[src/rtl/lge_pkg.sv]
// Shared types and constants for the life grid engine.
package lge_pkg;

  localparam int GRID_WIDTH_DEF  = 32;
  localparam int GRID_HEIGHT_DEF = 32;

  localparam int ACT_W    = 2;
  localparam int COORD_W  = 5;
  localparam int IN_TDATA_W  = 16;
  localparam int OUT_TDATA_W = 8;

  typedef enum logic [ACT_W-1:0] {
    ACT_WRITE = 2'd0,
    ACT_CLEAR = 2'd1,
    ACT_STEP  = 2'd2,
    ACT_READ  = 2'd3
  } lge_action_t;

  typedef enum logic [2:0] {
    S_IDLE,
    S_RMW_RD,
    S_RMW_WR,
    S_CELL_RD,
    S_CELL_GET,
    S_STEP,
    S_DONE
  } lge_state_t;

  typedef struct packed {
    logic load_req;
    logic clr_grid;
    logic cnt_clr;
    logic step_run;
    logic rmw_rd;
    logic rmw_wr;
    logic cell_rd;
    logic res_get;
    logic out_load;
  } lge_cmd_t;

  typedef struct packed {
    logic in_range;
    logic step_last;
  } lge_status_t;

endpackage

[src/rtl/lge_ctrl.sv]
// Controller state machine that sequences each request of the life grid engine.
module lge_ctrl
  import lge_pkg::*;
(
  input  logic        clk,
  input  logic        rst,
  input  logic        req_valid,
  output logic        req_ready,
  input  lge_action_t req_action,
  output logic        res_valid,
  input  logic        res_ready,
  input  lge_status_t status,
  output lge_cmd_t    cmd
);

  lge_state_t state;
  lge_state_t state_next;
  logic       out_free;

  assign out_free = !res_valid || res_ready;

  always_ff @(posedge clk) begin
    if (rst) begin
      state <= S_IDLE;
    end else begin
      state <= state_next;
    end
  end

  always_ff @(posedge clk) begin
    if (rst) begin
      res_valid <= 1'b0;
    end else if (state == S_DONE && out_free) begin
      res_valid <= 1'b1;
    end else if (res_ready) begin
      res_valid <= 1'b0;
    end
  end

  always_comb begin
    state_next = state;
    unique case (state)
      S_IDLE: begin
        if (req_valid) begin
          unique case (req_action)
            ACT_WRITE: state_next = S_RMW_RD;
            ACT_CLEAR: state_next = S_DONE;
            ACT_STEP:  state_next = S_STEP;
            ACT_READ:  state_next = S_CELL_RD;
            default:   state_next = S_DONE;
          endcase
        end
      end
      S_RMW_RD:   state_next = status.in_range ? S_RMW_WR : S_DONE;
      S_RMW_WR:   state_next = S_DONE;
      S_CELL_RD:  state_next = S_CELL_GET;
      S_CELL_GET: state_next = S_DONE;
      S_STEP: begin
        if (status.step_last) begin
          state_next = S_DONE;
        end
      end
      S_DONE: begin
        if (out_free) begin
          state_next = S_IDLE;
        end
      end
      default: state_next = S_IDLE;
    endcase
  end

  always_comb begin
    cmd       = '0;
    req_ready = 1'b0;
    unique case (state)
      S_IDLE: begin
        req_ready = 1'b1;
        if (req_valid) begin
          cmd.load_req = 1'b1;
          cmd.clr_grid = (req_action == ACT_CLEAR);
          cmd.cnt_clr  = (req_action == ACT_STEP);
        end
      end
      S_RMW_RD:   cmd.rmw_rd = status.in_range;
      S_RMW_WR:   cmd.rmw_wr = 1'b1;
      S_CELL_RD:  cmd.cell_rd = 1'b1;
      S_CELL_GET: cmd.res_get = 1'b1;
      S_STEP:     cmd.step_run = 1'b1;
      S_DONE:     cmd.out_load = out_free;
      default:    cmd = '0;
    endcase
  end

endmodule

[src/rtl/lge_dp.sv]
// Datapath of the life grid engine: row memory, three-row window and rule logic.
module lge_dp
  import lge_pkg::*;
#(
  parameter int GRID_WIDTH  = GRID_WIDTH_DEF,
  parameter int GRID_HEIGHT = GRID_HEIGHT_DEF
) (
  input  logic               clk,
  input  logic               rst,
  input  logic [COORD_W-1:0] req_col,
  input  logic [COORD_W-1:0] req_row,
  input  logic               req_cell,
  input  lge_cmd_t           cmd,
  output lge_status_t        status,
  output logic               cell_out
);

  localparam int RAW = (GRID_HEIGHT > 1) ? $clog2(GRID_HEIGHT) : 1;
  localparam int CW  = $clog2(GRID_HEIGHT + 2);

  logic [GRID_WIDTH-1:0] mem [GRID_HEIGHT];
  logic [GRID_HEIGHT-1:0] row_valid;

  logic [COORD_W-1:0]    col_q;
  logic [COORD_W-1:0]    row_q;
  logic                  cell_q;
  logic [CW-1:0]         cnt;
  logic [GRID_WIDTH-1:0] rd_word;
  logic                  rd_valid;
  logic [GRID_WIDTH-1:0] rd_row;
  logic [GRID_WIDTH-1:0] win_prev;
  logic [GRID_WIDTH-1:0] win_cur;
  logic [GRID_WIDTH-1:0] win_nxt;
  logic [GRID_WIDTH-1:0] gen_row;
  logic [GRID_WIDTH-1:0] cell_mask;
  logic [GRID_WIDTH-1:0] rmw_row;
  logic [GRID_WIDTH-1:0] rd_shifted;
  logic [GRID_WIDTH-1:0] wr_data;
  logic [RAW-1:0]        req_addr;
  logic [RAW-1:0]        rd_addr;
  logic [RAW-1:0]        wr_addr;
  logic                  rd_en;
  logic                  wr_en;
  logic                  step_rd;
  logic                  step_shift;
  logic                  step_wr;
  logic                  in_range;
  logic                  res;

  assign in_range = (32'(col_q) < 32'(GRID_WIDTH)) && (32'(row_q) < 32'(GRID_HEIGHT));
  assign req_addr = RAW'(row_q);

  assign step_rd    = cmd.step_run && (cnt < CW'(GRID_HEIGHT));
  assign step_shift = cmd.step_run && (cnt >= CW'(1)) && (cnt <= CW'(GRID_HEIGHT));
  assign step_wr    = cmd.step_run && (cnt >= CW'(4)) && (cnt <= CW'(GRID_HEIGHT + 1));

  assign status.in_range  = in_range;
  assign status.step_last = (cnt == CW'(GRID_HEIGHT + 1));

  assign rd_en   = cmd.rmw_rd || cmd.cell_rd || step_rd;
  assign rd_addr = cmd.step_run ? RAW'(cnt) : req_addr;
  assign rd_row  = rd_valid ? rd_word : '0;

  assign cell_mask  = GRID_WIDTH'(1) << col_q;
  assign rmw_row    = (rd_row & ~cell_mask) | (cell_q ? cell_mask : '0);
  assign rd_shifted = rd_row >> col_q;

  assign wr_en   = cmd.rmw_wr || step_wr;
  assign wr_addr = cmd.rmw_wr ? req_addr : RAW'(cnt - CW'(3));
  assign wr_data = cmd.rmw_wr ? rmw_row : gen_row;

  always_ff @(posedge clk) begin
    if (cmd.load_req) begin
      col_q  <= req_col;
      row_q  <= req_row;
      cell_q <= req_cell;
    end
  end

  always_ff @(posedge clk) begin
    if (cmd.cnt_clr) begin
      cnt <= '0;
    end else if (cmd.step_run) begin
      cnt <= cnt + CW'(1);
    end
  end

  always_ff @(posedge clk) begin
    if (rd_en) begin
      rd_word  <= mem[rd_addr];
      rd_valid <= row_valid[rd_addr];
    end
    if (wr_en) begin
      mem[wr_addr] <= wr_data;
    end
  end

  always_ff @(posedge clk) begin
    if (rst || cmd.clr_grid) begin
      row_valid <= '0;
    end else if (wr_en) begin
      row_valid[wr_addr] <= 1'b1;
    end
  end

  always_ff @(posedge clk) begin
    if (step_shift) begin
      win_prev <= win_cur;
      win_cur  <= win_nxt;
      win_nxt  <= rd_row;
    end
  end

  always_comb begin
    logic [3:0] n;
    n       = '0;
    gen_row = win_cur;
    for (int c = 1; c < GRID_WIDTH - 1; c++) begin
      n = 4'(win_prev[c-1]) + 4'(win_prev[c]) + 4'(win_prev[c+1])
        + 4'(win_cur[c-1]) + 4'(win_cur[c+1])
        + 4'(win_nxt[c-1]) + 4'(win_nxt[c]) + 4'(win_nxt[c+1]);
      gen_row[c] = (n == 4'd3) || (win_cur[c] && (n == 4'd2));
    end
  end

  always_ff @(posedge clk) begin
    if (cmd.load_req) begin
      res <= 1'b0;
    end else if (cmd.res_get) begin
      res <= rd_shifted[0] && in_range;
    end
  end

  always_ff @(posedge clk) begin
    if (cmd.out_load) begin
      cell_out <= res;
    end
  end

endmodule

[src/rtl/life_grid_engine_top.sv]
// Top level of the life grid engine: stream ports, controller and datapath.
//
// The engine holds a GRID_WIDTH by GRID_HEIGHT grid of cells, all dead after
// reset, and answers every request with exactly one result, which is the
// addressed cell on a read and 0 otherwise. A cell write reads the addressed
// row and writes it back with the new cell; a cell read reads the row and
// then picks out the cell. The grid lives in a row memory with one read and
// one write port, and a generation step streams one row per cycle through a
// three-row window while writing back the new rows behind it.
// Border cells keep their value on a step. One request is worked on at a
// time; the result register lets the next request in while a result waits.
module life_grid_engine_top
  import lge_pkg::*;
#(
  parameter int GRID_WIDTH  = GRID_WIDTH_DEF,
  parameter int GRID_HEIGHT = GRID_HEIGHT_DEF
) (
  input  logic                   clk,
  input  logic                   rst,
  input  logic                   s_tvalid,
  output logic                   s_tready,
  input  logic [IN_TDATA_W-1:0]  s_tdata,  // action[1:0], col[6:2], row[11:7], cell_in[12]
  output logic                   m_tvalid,
  input  logic                   m_tready,
  output logic [OUT_TDATA_W-1:0] m_tdata   // cell_out[0]
);

  lge_cmd_t    cmd;
  lge_status_t status;
  lge_action_t action;
  logic        cell_out;

  assign action = lge_action_t'(s_tdata[1:0]);
  assign m_tdata = {(OUT_TDATA_W - 1)'(0), cell_out};

  lge_ctrl u_ctrl (
    .clk        (clk),
    .rst        (rst),
    .req_valid  (s_tvalid),
    .req_ready  (s_tready),
    .req_action (action),
    .res_valid  (m_tvalid),
    .res_ready  (m_tready),
    .status     (status),
    .cmd        (cmd)
  );

  lge_dp #(
    .GRID_WIDTH  (GRID_WIDTH),
    .GRID_HEIGHT (GRID_HEIGHT)
  ) u_dp (
    .clk      (clk),
    .rst      (rst),
    .req_col  (s_tdata[6:2]),
    .req_row  (s_tdata[11:7]),
    .req_cell (s_tdata[12]),
    .cmd      (cmd),
    .status   (status),
    .cell_out (cell_out)
  );

endmodule
[config.mk]
export PLATFORM = sky130hd
export DESIGN_NAME = life_grid_engine_top
export DESIGN_NICKNAME = d
export VERILOG_FILES = /design/src/rtl/lge_pkg.sv /design/src/rtl/lge_ctrl.sv /design/src/rtl/lge_dp.sv /design/src/rtl/life_grid_engine_top.sv
export SDC_FILE = /design/constraint.sdc
export NUM_CORES = 1
export LEC_CHECK = 0
export BUFFER_PORTS_ARGS = -buffer_cell sky130_fd_sc_hd__buf_2
export CAP_MARGIN = 20
export CORE_MARGIN = 2
export CORE_UTILIZATION = 25
export DETAILED_ROUTE_END_ITERATION = 6
export GPL_ROUTABILITY_DRIVEN = 0
export PLACE_DENSITY = 0.42
export SLEW_MARGIN = 20
export SYNTH_ARGS = -nofsm -noshare
export SYNTH_HDL_FRONTEND = slang
export SYNTH_SLANG_ARGS = --single-unit
[constraint.sdc]
create_clock -name clk -period 10.3 [get_ports clk]
set_input_delay 1.03 -clock clk [delete_from_list [all_inputs] [get_ports clk]]
set_output_delay 1.03 -clock clk [all_outputs]
set_load 0.02 [all_outputs]
### After elaboration in Yosys (flattened, before gate mapping)

Memory sizes are Yosys's and may differ from the RTL's. A register that Yosys moved wholly into a read port is not among the register bits.
Index checks and enable logic that the tools add are counted.
W data, S select, Z words.

* memories: 1
* output and inout bits: 10
* memory bits (writable): 1024
* word-level logic and storage cells: 418
* input port bits: 20
* register bits after elaboration: 152

* bitwise gates (word level): 4
* order comparisons: 8
* reductions and logical operators: 78
* $add $sub $neg: 212
* eq/ne operators: 73
* shift operators: 2
* muxes and demuxes: 27

Memories
* u_dp.mem: words 32, bits a word 32, rd ports 1, clocked after memory_dff 1, wr ports 1, RTL line lge_dp.sv:21 `logic [GRID_WIDTH-1:0] mem [GRID_HEIGHT];`

Operators with widths (count)
* $add A4 B1 Y4: 180
* $eq A4 B2 Y1 const B: 60
* $mux W32: 3
* $or A32 B32 Y32: 2
* $add A1 B1 Y2: 30
* $logic_and A1 B1 Y1: 37
* $logic_or A1 B1 Y1: 35
* $and A32 B32 Y32: 1
* $not A32 Y32: 1
* $shl A1 B5 Y32 const A: 1
* $shr A32 B5 Y1: 1
* $pmux W3 S6: 1
* $mux W3: 5
* $mux W1: 13
* $le A6 B6 Y1 const B: 2
* $lt A5 B6 Y1 const B: 2
* $pmux W3 S4: 1
* $mux W5: 2
* $eq A3 B3 Y1 const B: 3
* $add A6 B1 Y6 const B: 1
* $eq A3 B2 Y1 const B: 2
* $eq A6 B6 Y1 const B: 1
* $ge A6 B1 Y1 const B: 1
* $ge A6 B3 Y1 const B: 1
* 16 further kinds: 18

### Logic depth before layout (Yosys ltp)

Gate-level depths: netlist (run 1).

* word-level depth: 11
* gate-level depth with buffers: 13
* mapped depth without buffers: 11

### Cells and area by module

From an unflattened synthesis (run 1), not the netlist that was laid out.

* cells, all modules: 3399
* area, all modules: 53966.8 um2

Modules (own cells, without submodules)
* lge_dp: times used 1, area an instance 53542.6 um2, cells an instance 3348
* lge_ctrl: times used 1, area an instance 360.3 um2, cells an instance 42
* life_grid_engine_top: times used 1, area an instance 63.8 um2, cells an instance 9

### Worst setup path before layout (run 1)

OpenSTA, ideal clock, no wires.

* path type: register to register
* from: register u_dp.cnt[1]
* to: register u_dp.win_cur[0] (enable)
* buffers on the path: 4
* library setup time: 0.693 ns
* stages on the path, launching flop included: 10
* arrival: 8.510 ns
* slack: 1.097 ns
* cell sequence: dfxtp_1 buf_2 buf_4 buf_2 buf_2 inv_1 ha_1 nand2_1 nor3_1 a211oi_1

* word-level cells in the longest chain between the ends: 3
* elaborated cells on any way between the ends: 4

RTL lines
* from (decl): RTL line lge_dp.sv:27 `logic [CW-1:0] cnt;`
* from (signal assigned): RTL line lge_dp.sv:84 `cnt <= cnt + CW'(1);`
* $ge A6 B1 Y1: RTL line lge_dp.sv:54 `assign step_shift = cmd.step_run && (cnt >= CW'(1)) && (cnt <= CW'(GRID_HEIGHT));`
* $logic_and A1 B1 Y1: RTL line lge_dp.sv:54
* $logic_and A1 B1 Y1 *: RTL line lge_dp.sv:54
* named net u_dp.step_shift: RTL line lge_dp.sv:45 `logic step_shift;`
* to (signal assigned): RTL line lge_dp.sv:109 `win_cur <= win_nxt;`
* to (decl): RTL line lge_dp.sv:32 `logic [GRID_WIDTH-1:0] win_cur;`

The timed path passes the listed nets; every way through them passes the cells marked *.
A chain may end at the register's enable or synchronous reset.

### Final worst setup path (run 1)

* from: register u_ctrl.state[2]
* to: register u_dp.rd_word[13] (read register of u_dp.mem), data pin

* word-level cells in the longest chain between the ends: 4
* elaborated cells on any way between the ends: 10

RTL lines
* from (decl): RTL line lge_ctrl.sv:16 `lge_state_t state;`
* from (signal assigned): RTL line lge_ctrl.sv:26 `state <= state_next;`
* $eq A3 B1 Y1, or another cell as far along: RTL line lge_ctrl.sv:75 `unique case (state)`
* $mux W1: RTL line lge_ctrl.sv:75
* $logic_or A1 B1 Y1 or $logic_and A1 B1 Y1 (tied branches): RTL line lge_dp.sv:60, lge_dp.sv:53
* $logic_or A1 B1 Y1: RTL line lge_dp.sv:60 `assign rd_en = cmd.rmw_rd || cmd.cell_rd || step_rd;`
* to (decl): RTL line lge_dp.sv:28 `logic [GRID_WIDTH-1:0] rd_word;`

Several ways; a longest one is shown, not always the timed one.

==> reports/metrics.yaml, run 1 <==
startpoint_type: "flop"
grt_setup_unrepaired: "false"
timing.setup.tns_ps: 0
ctsHoldBuffers: 0
maxCapViolations: 0
slowest_stage: "nand3b_4"
post_cts_resized: 0
wl_per_cell_um: 24.0
crit_path_end_kind: "flop"
post_cts_buffers: 0
p_clk_share_pct: 36.9
critPathKind: "reg -> reg"
final_cell_mix: "1165 x edfxtp_1, 468 x nand2_1, 299 x inv_1"
hold_violations: 0
ant_nets: 0
whs_endpoint: "u_dp.col_q[4]"
worst_pin_slew_ps: 1060
slew_headroom_pct: 29.5
antenna_found_initial: 14
p_sw_mw: 3.89
ir_drop_v: 0.000156
clkTransAtPathRegs_ps: 60
hp-class: "in -> reg"
wirelength_um: 167000
cts_buffers: 146
yosysSeqAreaShare_pct: 63.0
final_cells: 6962
cts_tree: "built"
final_common_cell: "edfxtp_1"
slowest_delay_ps: 660
r2r_cells: 9
clock_sinks: 1208
timing.rr.start: "u_ctrl.state[2]"
dieArea_um2: 231000
die-height_um: 481
worstPathRequired_ps: 10850
firstDrtPassIters: 5
synth-edff-count: 1165
synth_cells: 3786
initial_core_util_pct: 25.1
drc: 0
place_inst: 6693
io_buffers: 19
dieWidth_um: 481
ys_seq_elements: 1208
ys_async_sr_fraction_pct: 0
clock_latency_ps: 800
io_pins: 30
timing.hold.ws_ps: 428
regToRegEndpoint: "u_dp.rd_word[13]"
drive_gt1_share_pct: 17.0
row_count: 175
critical_path.most_common_cell: "buf_4"
grt_overflow: 0
syn_to_final_growth_pct: 15.6
p_seq_share_pct: 44.2
switching_share_pct: 28.8
fillerInstances: 22722
crit_path_max_fanout: 35
critical_path_arrival_ps: 5500
nNetsFinal: 4071
intPower_mw: 9.61
dp_hpwl_um: 97200
hp-start: "s_tdata[6]"
coreArea_um2: 227000
grt_usage_pct: 14.4
synth-main-ff-cell: "edfxtp_1"
avgSynthCellArea_um2: 15.0
status: "finished clean"
leakagePower_nw: 22.5
p_comb_share_pct: 18.9
htree_levels: 4
min_period_over_period_pct: 48.0
grt_first_pass_wirelength_um: 241000
dr.first_iter.drc_count: 2726
max_freq_ghz: 0.202
routed_via_density: 4.73
grt_pass1_vias: 33496
ctsLongestPathBuffers: 3
grt_max_degree: 141
finalCriticalPeriod_ps: 4950
postPlaceCellArea_um2: 61100
finalInstanceArea_um2: 65800
syn_area_um2: 56900
holdPathStages: 1
power.density_nw_per_um2: 205
setup_viol: 0
yosys_warnings: 0
post_synth_num_cell_types: 69
crit_chain: "nand3b_4 -> buf_4 -> mux2_2 -> buf_4 -> a21oi_4 -> buf_4 -> a32oi_1 -> nand4_1 -> nor4_1"
fin_util_pct: 29.0
drv_slew: 0
vias: 32948
clockRootBuffer: "clkbuf_16"
clock_skew_ps: 52.4
rrSetupSlack_ps: 5350
final cells by class:
cell class	instances	area, um^2	share of cell area (%)
inverters	300	1130	1.71
flip-flops and latches	1208	35900	54.5
well taps	3009	3760	5.72
repair buffers	132	1030	1.56
diodes	13	32.5	0.0495
multi-input cells	2045	19400	29.4
clock buffers	189	3960	6.02
clock inverters	66	634	0.965
synthesized netlist by cell type, drive strengths merged (4+ instances only):
master	count	share of area, %
edfxtp	1165	61
nand2	468	3.1
inv	300	2.0
mux4	232	9.2
mux2i	228	4.0
buf	144	1.5
nor2	130	0.86
fa	120	4.2
o21ai	113	0.99
ha	98	2.2
clkbuf	95	0.63
a21oi	79	0.70
a32oi	63	0.97
a32o	57	1.0
nand3	52	0.46
dfxtp	43	1.5
a31oi	42	0.46
and2	37	0.41
nor4	34	0.46
nand4	33	0.36
o21a	32	0.42
o41ai	30	0.46
a222oi	28	0.49
nor2b	24	0.26
a2111oi	23	0.35
a211oi	21	0.28
nand2b	14	0.15
a22oi	10	0.13
nor3	9	0.088
a21o	7	0.095
nand3b	6	0.10
or2	6	0.066
mux2	5	0.099
nor3b	4	0.073
xor2	4	0.062
kinds of logic (layout without fill, tap and decap cells):
family	after synthesis	after routing	synth area share (%)
flip-flops	1208	1208	63.0
AND/OR/NAND/NOR	829	829	6.55
buffers and inverters	539	687	4.08
AO/OA/AOI/OAI	520	520	6.58
multiplexers	465	465	13.3
adder cells (fa/ha/maj)	218	218	6.38
XOR/XNOR	6	6	0.0923
other	1	20	0.00659
how the worst max path moves through the flow:
stage	from	to	slack (ps)	cells after the start
after floorplan	u_dp.cnt[1]	u_dp.win_cur[0]	1100	9
after global placement	u_ctrl.state[2]	u_dp.rd_word[14]	5410	9
after detailed placement	u_ctrl.state[2]	u_dp.rd_word[14]	5400	9
after CTS	u_ctrl.state[2]	u_dp.rd_word[14]	5320	9
after global routing	u_ctrl.state[2]	u_dp.rd_word[14]	5100	9
final	u_ctrl.state[2]	u_dp.rd_word[13]	5350	9
power groups by stage:
stage	Clock, mW	Sequential (mW)	Combinational (mW)
after CTS	5.12	5.97	2.60
after detailed placement	0	6.07	2.60
after floorplan	0	5.97	1.75
after global routing	5.30	5.98	2.78
after global placement	0	6.06	2.58
final	4.99	5.96	2.56
flip-flops by register name (all words and copies together) (netlist names):
register and count:
u_dp.rd_valid 1, u_dp.cell_q 1, u_dp.cnt 6, u_dp.row_valid 32
u_dp.col_q 5, u_dp.win_cur 32, u_ctrl.state 3, u_dp.win_nxt 32
u_dp.mem 1024, u_dp.rd_word 32, u_dp.req_addr 5, u_dp.res 1
u_dp.cell_out 1, u_ctrl.res_valid 1, u_dp.win_prev 32
per-stage QoR:
step                      setup WS [ps]  total power, mW
after floorplan                    1100             7.71
after global placement             5410             8.65
after detailed placement           5400             8.66
after CTS                          5320             13.7
after global routing               5100             14.1
final                              5350             13.5
critical path: cells and delay by family (launching register included):
| family | cells | cell delay [ps] |
|---|---|---|
| buffers and inverters | 3 | 1390 |
| AND/OR/NAND/NOR | 3 | 1580 |
| multiplexers | 1 | 310 |
| AO/OA/AOI/OAI | 2 | 670 |
| flip-flops | 1 | 650 |
per-layer routing:
metal / global-route usage [%] / vias to the layer above / share of wire [%]
li1: - / 14591 / -
met1: 19.7 / 17395 / 46
met2: 23.7 / 744 / 48
met3: 2.23 / 218 / 4.6
met4: 3.67 / 0 / 2.1
met5: 0 / - / 0
(Power assumes the default switching activity.)
==> inputs of run 2 (changes only) <==
PLACE_DENSITY = 0.44   (was 0.42)
clock period = 4.33 ns   (was 10.3 ns; I/O delays follow)
==> reports/metrics.yaml, run 2 (synthesized netlist as in run 1, its figures left out) <==
status: "finished clean"
p_sw_mw: 9.15
initial_core_util_pct: 25.1
clock_sinks: 1208
worstPathRequired_ps: 4860
drc: 0
clkTransAtPathRegs_ps: 60
max_freq_ghz: 0.256
multi_input_area_um2: 19700
critPathLaunch: "u_dp.win_prev[7]"
p_comb_share_pct: 20.0
finalCriticalPeriod_ps: 3910
regToRegEndpoint: "u_dp.mem[17][7]"
grt_pass1_vias: 33430
htree_levels: 4
cts_tree: "built"
finalInstanceArea_um2: 67100
vias: 32925
grt_overflow: 0
coreArea_um2: 227000
worst_pin_slew_ps: 1060
drive_gt1_share_pct: 18.1
final_cells: 7018
r2r_cells: 12
drv_slew: 0
critical_path_arrival_ps: 4440
ir_drop_v: 0.000349
diodes: 0
crit_path_max_fanout: 32
switching_share_pct: 28.3
regArea_um2: 35900
firstDrtPassIters: 7
setup_viol: 0
wl_per_cell_um: 22.8
dr.first_iter.drc_count: 2343
slew_headroom_pct: 29.2
fillerInstances: 22679
largest_register_ffs: 1024
fin_util_pct: 29.6
clockRootBuffer: "clkbuf_16"
ctsLongestPathBuffers: 3
grt_first_pass_wirelength_um: 235000
dieArea_um2: 231000
startpoint_type: "flop"
endpoint: "u_dp.mem[17][7]"
maxCapViolations: 0
ant_nets: 0
grt_setup_unrepaired: "false"
crit_path_end_kind: "flop"
hp-class: "in -> reg"
place_inst: 6751
postPlaceCellArea_um2: 62400
dp_hpwl_um: 101000
final_cell_mix: "1165 x edfxtp_1, 468 x nand2_1, 299 x inv_1"
p_clk_share_pct: 36.3
timing.rr.start: "u_dp.win_prev[7]"
row_count: 175
antenna_found_initial: 8
final_common_cell: "edfxtp_1"
nNetsFinal: 4140
clock_latency_ps: 800
hold_violations: 0
clock_skew_ps: 31.6
power.density_nw_per_um2: 481
die-height_um: 481
critPathKind: "reg -> reg"
min_period_over_period_pct: 90.3
cts_buffers: 144
rrSetupSlack_ps: 420
io_pins: 30
dieWidth_um: 481
wirelength_um: 160000
routed_via_density: 4.69
intPower_mw: 23.2
regMostFlops: "u_dp.mem"
finalPower_mw: 32.3
leakagePower_nw: 23.1
p_seq_share_pct: 43.6
grt_max_degree: 97
grt_usage_pct: 13.8
syn_to_final_growth_pct: 18.0
timing.setup.tns_ps: 0
io_buffers: 19
## run 2: cell types whose count changed in the layout (fill, tap and decap cells not counted), sizes merged
cell,before,now
clkinv,53,46
clkinvlp,2,5
bufinv,6,9
buf,132,190
inv,305,306
diode,13,0
dlygate4sd3,0,13
clkbuf,189,187
## run 2: area by class of cell
class                           instances  area share (%)
Inverter                              300            1.68
Timing Repair Buffer                  203            3.21
Clock buffer                          187            5.76
Sequential cell                      1208            53.4
Clock inverter                         66           0.990
Multi-Input combinational cell       2045            29.3
Tap cell                             3009            5.61
## run 2: stage by stage
stage	worst slack [ps]	hold slack, ps
5_1_grt	126	3.94
3_5_place_dp	417	431
6_report	418	50.4
2_1_floorplan	44.7	408
3_3_place_gp	365	439
4_1_cts	380	11.8
## run 2: worst max-delay path, stage by stage, from the launching register on
cell,delay (ps)
edfxtp_1,430
ha_1,300
inv_1,40
fa_1,490
fa_1,420
inv_1,80
fa_1,180
inv_1,60
fa_1,380
a2111oi_0,430
a21oi_1,130
o41ai_4,290
buf_4,400
## run 2: timing repair
item,4_1_cts,5_1_grt
endpoints found under the hold margin,14,1
endpoints found under the setup margin,0,0
buffers inserted,0,0
gates resized for setup,0,0
hold buffers,12,1
## run 2: metal layers
metal	vias to the layer above	GRT usage, %	part of all wire (%)
li1	14721	-	-
met1	17350	18.8	46
met2	663	23.0	48
met3	189	2.01	3.5
met4	2	3.32	1.8
met5	-	0	0.0081
## run 2: power by group through the flow
stage / clock network [mW] / logic, mW / registers, mW
after floorplan: 0 / 4.24 / 14.2
after global placement: 0 / 6.50 / 14.3
after detailed placement: 0 / 6.54 / 14.3
after CTS: 12.1 / 6.57 / 14.1
after global routing: 12.5 / 7.02 / 14.1
final: 11.7 / 6.48 / 14.1
## run 2: worst min-delay path by stage
stage / startpoint / end / slack, ps / cells past startpoint
detailed placement: u_dp.res / u_dp.cell_out / 430 / 0
global placement: u_dp.win_cur[31] / u_dp.win_prev[31] / 440 / 0
floorplan: u_dp.res / u_dp.cell_out / 410 / 0
finish: s_tdata[10] / u_dp.req_addr[3] / 50 / 1
global route: s_tdata[10] / u_dp.req_addr[3] / 4 / 1
CTS: s_tdata[11] / u_dp.req_addr[4] / 10 / 1
